===== src/hw/rtl/colstd_pkg.sv =====
`timescale 1ns / 1ps
`default_nettype none
// ----------------------------------------------------------------------------
// colstd_pkg
// Shared types and constants for the column standardizer.
// ----------------------------------------------------------------------------
package colstd_pkg;

  localparam int MaxSamplesDef = 64;
  localparam int SampleW       = 32;
  localparam int DevW          = 39;   // exact n*x - sum
  localparam int MagW          = 38;   // magnitude of a deviation
  localparam int ScW           = 29;   // scaled magnitude width
  localparam int NumW          = ScW + 31;  // e*2^30 plus half the root, with carry
  localparam int SqW           = 64;   // sum of squares
  localparam int RootW         = 32;
  localparam int QuoW          = 33;   // quotient bits kept (saturation seen)
  localparam int LenW          = 6;

  localparam logic [1:0] StatusOk       = 2'd0;
  localparam logic [1:0] StatusZeroDev  = 2'd1;
  localparam logic [1:0] StatusOverflow = 2'd2;

  typedef enum logic [3:0] {
    ST_LOAD,
    ST_MAXRD,
    ST_MAX,
    ST_SQRD,
    ST_SQ,
    ST_ROOT,
    ST_EMRD,
    ST_DIV,
    ST_OUT
  } state_t;

endpackage : colstd_pkg
`default_nettype wire


===== src/hw/rtl/colstd_div.sv =====
`timescale 1ns / 1ps
`default_nettype none
// ----------------------------------------------------------------------------
// colstd_div
// Restoring radix-2 divider, one quotient bit per cycle, for the final
// quotient of each standardized sample.
// ----------------------------------------------------------------------------
module colstd_div (
  input  wire logic                             clk,
  input  wire logic                             rst,
  input  wire logic                             start,
  input  wire logic [colstd_pkg::NumW-1:0]      dividend,
  input  wire logic [colstd_pkg::RootW-1:0]     divisor,
  output logic                                  done,
  output logic [colstd_pkg::QuoW-1:0]           quotient
);

  localparam int NumW  = colstd_pkg::NumW;
  localparam int RootW = colstd_pkg::RootW;
  localparam int QuoW  = colstd_pkg::QuoW;
  localparam int CntW  = $clog2(NumW + 1);

  logic [NumW-1:0]    num;
  logic [RootW:0]     rem;
  logic [RootW-1:0]   den;
  logic [CntW-1:0]    cnt;
  logic               busy;
  logic [RootW:0]     trial;
  logic [RootW+1:0]   diff;

  assign trial = {rem[RootW-1:0], num[NumW-1]};
  assign diff  = {1'b0, trial} - {2'b00, den};

  always_ff @(posedge clk) begin
    if (rst) begin
      busy <= 1'b0;
      done <= 1'b0;
      cnt  <= '0;
    end else begin
      done <= 1'b0;
      if (start) begin
        busy <= 1'b1;
        cnt  <= CntW'(NumW);
      end else if (busy) begin
        cnt <= cnt - 1'b1;
        if (cnt == CntW'(1)) begin
          busy <= 1'b0;
          done <= 1'b1;
        end
      end
    end
  end

  always_ff @(posedge clk) begin
    if (start) begin
      num      <= dividend;
      den      <= divisor;
      rem      <= '0;
      quotient <= '0;
    end else if (busy) begin
      num <= {num[NumW-2:0], 1'b0};
      rem <= diff[RootW+1] ? trial : diff[RootW:0];
      // Hold the top bit sticky so an oversized quotient still saturates
      quotient <= {quotient[QuoW-1] | quotient[QuoW-2], quotient[QuoW-3:0],
                   ~diff[RootW+1]};
    end
  end

endmodule : colstd_div
`default_nettype wire


===== config.mk =====
export PLATFORM = sky130hd
export DESIGN_NAME = colstd_div
export DESIGN_NICKNAME = d
export VERILOG_FILES = /design/src/hw/rtl/colstd_pkg.sv /design/src/hw/rtl/colstd_div.sv
export SDC_FILE = /design/constraint.sdc
export NUM_CORES = 1
export LEC_CHECK = 0
export BUFFER_PORTS_ARGS = -buffer_cell sky130_fd_sc_hd__buf_2
export CORE_UTILIZATION = 53
export CTS_CLUSTER_DIAMETER = 50
export DETAILED_ROUTE_END_ITERATION = 16
export PLACE_DENSITY = 0.83
export SLEW_MARGIN = 30
export SYNTH_ARGS = -nofsm -noshare
export SYNTH_HDL_FRONTEND = slang
export SYNTH_SLANG_ARGS = --single-unit

===== constraint.sdc =====
create_clock -name clk -period 4.4 [get_ports clk]
set_clock_uncertainty 0.05 [all_clocks]
set_input_delay 0.66 -clock clk [delete_from_list [all_inputs] [get_ports clk]]
set_output_delay 0.66 -clock clk [all_outputs]
set_load 0.02 [all_outputs]

After elaboration in Yosys (flattened, before gate mapping)
Index checks and enable logic that the tools add are counted.
Operators by class
  multiplexer cells: 9
  reductions and logical operators: 3
  eq/ne operators: 1
  add/subtract/negate cells: 2
  bitwise logic cells: 3
Operators by type and width (number)
  $mux 60: 2
  $sub 33x32->34: 1
  $mux 32: 1
  $mux 6: 2
  $eq 6x1->1 const B: 1
  $sub 6x1->6 const B: 1
  $mux 1: 4
  $reduce_or 3->1: 1
  $not 1->1: 2
  $reduce_bool 2->1: 1
  $reduce_or 2->1: 1
  $or 1x1->1: 1
Word-level totals
  bits in registers: 165
  word-level logic and storage cells: 26
  input port bits: 95

Longest topological paths before layout
Gate-level depths: netlist of run 1.
  depth in word-level cells: 4
  gate-level depth with buffers: 13
  mapped depth without buffers: 12

Least setup slack after synthesis of run 1
OpenSTA, ideal clock, no wires.
  path type: input to register
  start: input port start
  end: register num[0], enable pin
  stages: 4
  setup time: 0.414 ns
  arrival time: 2.341 ns
  setup slack: 1.595 ns
  path buffers: 2
  data required time: 3.936 ns
  cell sequence: clkbuf_1 -> nor2_1 -> clkbuf_1 -> inv_1
Between the ends
  cells in the longest elaborated chain, start to end: 1
Ends and longest elaborated chain
  start, declared: line colstd_div.sv:11  | input wire logic start,
  $reduce_bool 2->1 (no source line)
  end signal, assigned: line colstd_div.sv:56  | num <= dividend;
  end signal, assigned: line colstd_div.sv:61  | num <= {num[NumW-2:0], 1'b0};
  end, declared: line colstd_div.sv:23  | logic [NumW-1:0] num;
Every way passes these cells.
A chain may end at the register's enable or synchronous reset.

Final worst setup path of run 1
  start: register den[15]
  end: register rem[25]
Between the ends
  cells in the longest elaborated chain, start to end: 2
Ends and longest elaborated chain
  start, declared: line colstd_div.sv:25  | logic [RootW-1:0] den;
  start signal, assigned: line colstd_div.sv:57  | den <= divisor;
  $sub 33x32->34: line colstd_div.sv:32  | assign diff = {1'b0, trial} - {2'b00, den};
  $mux 32: line colstd_div.sv:62  | rem <= diff[RootW+1] ? trial : diff[RootW:0];
  end signal, assigned: line colstd_div.sv:62
  end, declared: line colstd_div.sv:24  | logic [RootW:0] rem;
Every way passes these cells.

==> results of run 1 <==
==> power by group <==
group	switching, W	internal (W)
sequential	0.0000503	0.00175
clock	0.000633	0.000819
combinational	0.000271	0.000232
==> placed cells by master, fill, tap and decap left out, drive strengths merged, types with 17 or more instances in the layout <==
cell type	synthesis	layout
buf	11	133
edfxtp	92	92
nor2	82	82
dfxtp	73	73
mux2	59	59
mux2i	54	54
inv	40	47
nand2	38	38
ha	34	34
a21oi	32	32
o21ai	27	27
clkbuf	23	22
a211oi	19	19
xnor2	17	17
==> worst paths after layout <==
check | from | end | slack [ns] | cells past startpoint
max | den[15] | rem[25] | 1.06 | 11
min | divisor[4] | den[4] | 0.35 | 1
max reg2reg | den[15] | rem[25] | 1.06 | 11
min reg2reg | rem[30] | rem[30] | 0.44 | 2
==> registers in the layout, summed over array words and instances (netlist names) <==
name	flops
done	1
rem	32
quotient	33
den	32
num	60
cnt	6
busy	1
==> per-stage QoR <==
stage | util [%] | power [W]
CTS | 63.2 | 0.00379
floorplan | - | 0.00220
detailed placement | 59.3 | 0.00233
global route | 63.2 | 0.00392
finish | 63.2 | 0.00376
global placement | 59.3 | 0.00232
==> cell families (layout without fill, tap and decap cells) <==
group / after synthesis / after routing / synth area share [%]
AO/OA/AOI/OAI: 136 / 136 / 11.5
buffers and inverters: 74 / 205 / 3.63
XOR/XNOR: 29 / 29 / 3.10
flip-flops: 165 / 165 / 51.5
multiplexers: 113 / 113 / 14.7
adder cells (fa/ha/maj): 35 / 35 / 5.43
AND/OR/NAND/NOR: 180 / 180 / 10.1
==> metal layers <==
| metal | share of wire (%) | vias up |
|---|---|---|
| li1 | - | 2892 |
| met1 | 45 | 2740 |
| met2 | 48 | 160 |
| met3 | 5.8 | 23 |
| met4 | 1.4 | 2 |
| met5 | 0.081 | - |
==> final cells by class <==
type	count	area share [%]
Sequential cell	165	44.2
Multi-Input combinational cell	493	38.4
Timing Repair Buffer	133	7.29
Clock buffer	22	5.19
Tap cell	188	2.46
Inverter	40	1.57
Clock inverter	10	0.863
==> synthesized netlist by cell type (all sizes together), types with 4 or more instances <==
library cell,n
mux2,59
dfxtp,73
o21ai,27
a21oi,32
nor3,8
clkbuf,23
ha,34
o211ai,4
edfxtp,92
and3,5
a211oi,19
nor2b,11
buf,11
or3,5
nor2,82
xnor2,17
a21o,12
inv,40
nand2,38
o31ai,5
o21bai,4
nand3,11
a32oi,4
mux2i,54
xor2,12
==> worst max-delay path: cells and delay by family, from the launching register on <==
kind / cells / cell delay [ns]
DFF: 1 / 0.37
and+or+nand+nor: 2 / 0.47
muxes: 1 / 0.22
AOI/OAI and AO/OA: 5 / 1.44
buffers and inverters: 2 / 0.34
adders and majority gates: 1 / 0.29
==> reports/qor.yml, run 1 <==
ys_seq_area_share_pct: 51.5
crit_path_start_kind: "register"
finalInstanceArea_sq_um: 9570
grtUsageMet2_pct: 35.2
drt_iter0_markers: 306
vias: 5817
grt.met1_usage_pct: 26.0
min_path_type: "in2reg"
drc_errors: 0
power_density_nw_per_um2: 393
path_cells: "inv_1 -> ha_1 -> and3_1 -> and3_1 -> a32o_1 -> o41ai_4 -> o31ai_2 -> a21oi_4 -> buf_12 -> mux2i_1 -> a211oi_1"
regArea_sq_um: 4230
yosysTopAreaCell: "edfxtp_1"
yosys-top-cells-area: "edfxtp_1, dfxtp_1, mux2_2"
dieArea_sq_um: 16000
clock_latency_ns: 0.43
cp.arrival_ns: 3.56
cts_tree: "yes"
hold_viol: 0
cp_data_required_time_ns: 4.62
grt_max_degree: 94
grt_pass1_vias: 5796
synthDominantCellAreaShare_pct: 33.7
tns_ns: 0
postCtsSetupBuffers: 0
synth-seq-cells: 165
maxCapViolCount: 0
cpPeakStageDelay_ns: 0.55
peakVddDrop_mv: 0.387
syn-cell-area_sq_um: 8200
die_h_um: 126
globalplace.congestion: 0.897
slew_headroom_pct: 48.4
rows: 45
antenna_found_initial: 1
detail_route.wl_per_cell_um: 15.2
synth_edf_count: 92
cts_buffers: 17
io_buffers: 128
antenna_cells: 0
cp_max_fo: 28
final-setup-viol-count: 0
synth_ff_type: "edfxtp_1"
dr.pass1.iters: 4
status: "finished clean"
min_period_ns: 3.34
drive_gt1_share_pct: 26.9
top_usage_layer: "met2"
nFillCells: 1185
holdWs_ns: 0.353
syn_to_final_growth_pct: 16.7
dpl.cell_count: 1019
io_pins: 129
overflow: 0
die_w_um: 126
crit_type: "reg2reg"
tightestPinTransition_ns: 0.774
end_kind: "register"
ys_async_sr_fraction_pct: 0
grt_pass1_wl_um: 26600
cts_hold_buf: 0
cts-root-buf: "clkbuf_16"
cts.clk_slew.worst_paths_ns: 0.07
nets: 980
final_cells: 1051
vias_per_cell: 5.53
critPathMostFrequentCell: "and3_1"
rsz0062_at_grt: "false"
slew_viol_final: 0
pre_cts_ws_ns: 1.02
postSynthCellCount: 732
multiInputGateArea_sq_um: 3680
wl_um: 16000
cts.sinks: 165
dp_hpwl_um: 10800
p_leak_nw: 4.23
timing.final.crit_share_pct: 76.0
initial_core_util_pct: 54.1
yosys_warnings: 0
ant_nets: 0
slowest_stage: "a21oi_4"
grtUsageMet3_pct: 6.16
cts_resized: 0
fmax_ghz: 0.299
dpl_cell_area_sq_um: 8990
htree_levels: 4
syn_avg_cell_area_sq_um: 11.2
track_usage_pct: 21.0
final.setup.worst_slack_ns: 1.06
clock_path_buffers: 2
ys_types: 60
core_region_area_sq_um: 15100
syn_nets: 862
No activity file was read; power rests on OpenSTA's default activity.
==> run 2: changes to the inputs <==
clock period = 3.5 ns   (was 4.4 ns; I/O delays follow)
==> run 2 against run 1 <==
Compared with the run above:
- clock power is 26% higher
- sequential power is 26% higher
- critical path depth is 1 higher
- critical path type unchanged
- critical endpoint is now rem[28]
- largest power group unchanged
==> reports/qor.yml, run 2 (same netlist as run 1, synthesis figures left out) <==
status: "finished clean"
vias: 5819  # +0.034%
nFillCells: 1215  # +2.5%
top_register: "num"
p_leak_nw: 4.22  # -0.20%
io_buffers: 128  # unchanged
cp_max_fo: 4  # -86%
crit_path_start_kind: "register"
path_cells: "inv_1 -> ha_1 -> inv_1 -> fa_1 -> a21oi_1 -> o211a_1 -> o2bb2ai_1 -> a211oi_1 -> or3_1 -> o21ai_0 -> or3_1 -> o22ai_1"
initial_core_util_pct: 54.1  # unchanged
antenna_found_initial: 1  # unchanged
finalInstanceArea_sq_um: 9560  # about the same
overflow: 0  # unchanged
grt_max_degree: 108  # +15%
timing.final.crit_share_pct: 87.1  # +11 points
regArea_sq_um: 4230  # unchanged
grt_pass1_vias: 5725  # -1.2%
cts.sinks: 165  # unchanged
detail_route.wl_per_cell_um: 15.2  # -0.43%
die_w_um: 126  # unchanged
syn_to_final_growth_pct: 16.6  # about the same
multiInputGateArea_sq_um: 3680  # about the same
maxCapViolCount: 0  # unchanged
die_h_um: 126  # unchanged
core_region_area_sq_um: 15100  # unchanged
globalplace.congestion: 0.896  # -0.13%
min_path_type: "in2reg"
drc_errors: 0  # unchanged
io_pins: 129  # unchanged
nets: 980  # unchanged
cts_hold_buf: 0  # unchanged
final_common_cell: "buf_2"
hold_viol: 0  # unchanged
dieArea_sq_um: 16000  # unchanged
end_kind: "register"
layout_common_cells: "buf_2, edfxtp_1, nor2_1"
final-setup-viol-count: 0  # unchanged
slew_headroom_pct: 48.3  # -0.11 points
peakVddDrop_mv: 0.355  # -8.2%
largest_reg_flops: 60  # unchanged
dp_hpwl_um: 10700  # -0.96%
cp_data_required_time_ns: 3.80  # -0.82 ns
crit_type: "reg2reg"
slew_viol_final: 0  # unchanged
slowest_stage: "fa_1"
clock_latency_ns: 0.44  # about the same
rows: 45  # unchanged
cts-root-buf: "clkbuf_16"
min_period_ns: 3.05  # -0.297 ns
hold_path_depth: 1  # unchanged
power_density_nw_per_um2: 494  # +26%
ant_nets: 0  # unchanged
vias_per_cell: 5.54  # about the same
dr.pass1.iters: 4  # unchanged
cts.clk_slew.worst_paths_ns: 0.07  # about the same
dpl_cell_area_sq_um: 8990  # about the same
reg2reg_depth: 12  # +1
top_regs: "num: 60 flops, quotient: 33 flops"
postCtsSetupBuffers: 0  # unchanged
antenna_cells: 0  # unchanged
clock_path_buffers: 2  # unchanged
drive_gt1_share_pct: 27.0  # +0.12 points
drt_iter0_markers: 325  # +6.2%
htree_levels: 4  # unchanged
power_w: 0.00472  # +26%
tns_ns: 0  # unchanged
grt_pass1_wl_um: 26500  # -0.29%
tightestPinTransition_ns: 0.757  # -0.0179 ns
rsz0062_at_grt: "false"
cts_tree: "yes"
fmax_ghz: 0.328  # +9.7%
wl_um: 16000  # -0.43%
cpPeakStageDelay_ns: 0.40  # -0.15 ns
cp.arrival_ns: 3.35  # -0.21 ns
cts_buffers: 17  # unchanged
track_usage_pct: 20.9  # -0.040 points
cts_resized: 0  # unchanged
## run 2: changes by cell type in the layout (fill, tap and decap cells not counted), sizes merged
cell,delta
inv,+1
clkbuf,-4
bufinv,+1
clkinv,+2
## run 2: layout make-up
class / count / share of cell area [%]
Sequential cell: 165 / 44.2
Multi-Input combinational cell: 493 / 38.5
Timing Repair Buffer: 133 / 7.29
Clock buffer: 18 / 4.49
Tap cell: 188 / 2.46
Inverter: 40 / 1.57
Clock inverter: 14 / 1.45
## run 2: through the flow
step | util (%) | cells | setup slack (ns) | hold slack (ns)
6_report | 63.1 | 1051 | 0.453 | 0.209
5_1_grt | 63.1 | 1051 | 0.129 | 0.200
4_1_cts | 63.1 | 1051 | 0.497 | 0.203
3_5_place_dp | 59.3 | 1019 | 0.513 | 0.414
3_3_place_gp | 59.3 | 1019 | 0.583 | 0.401
2_1_floorplan | - | 732 | 0.801 | 0.398
## run 2: worst paths after layout
path | start | endpoint | slack, ns
min | divisor[3] | den[3] | 0.21
max | num[59] | rem[28] | 0.45
max reg2reg | num[59] | rem[28] | 0.45
min reg2reg | quotient[32] | quotient[32] | 0.43
## run 2: where the power goes
group	leakage [nW]	total [W]	switching [W]	internal, W
logic	2.42	0.000639	0.000346	0.000293
registers	1.51	0.00226	0.0000613	0.00220
clock network	0.283	0.00182	0.000821	0.00100
## run 2: routing by layer
metal / vias to the layer above / GRT usage, % / part of all wire, %
li1: 2913 / - / -
met5: - / 0 / 0
met4: 0 / 6.31 / 1.4
met1: 2753 / 26.9 / 46
met3: 18 / 6.41 / 5.3
met2: 135 / 34.0 / 47
## run 2: worst max-delay path, delay by kind of cell (launching register included)
kind	cells	cell delay, ns
AND/OR/NAND/NOR	2	0.53
AO/OA/AOI/OAI	6	1.30
buffers and inverters	2	0.13
adder cells (fa/ha/maj)	2	0.56
flip-flops	1	0.38
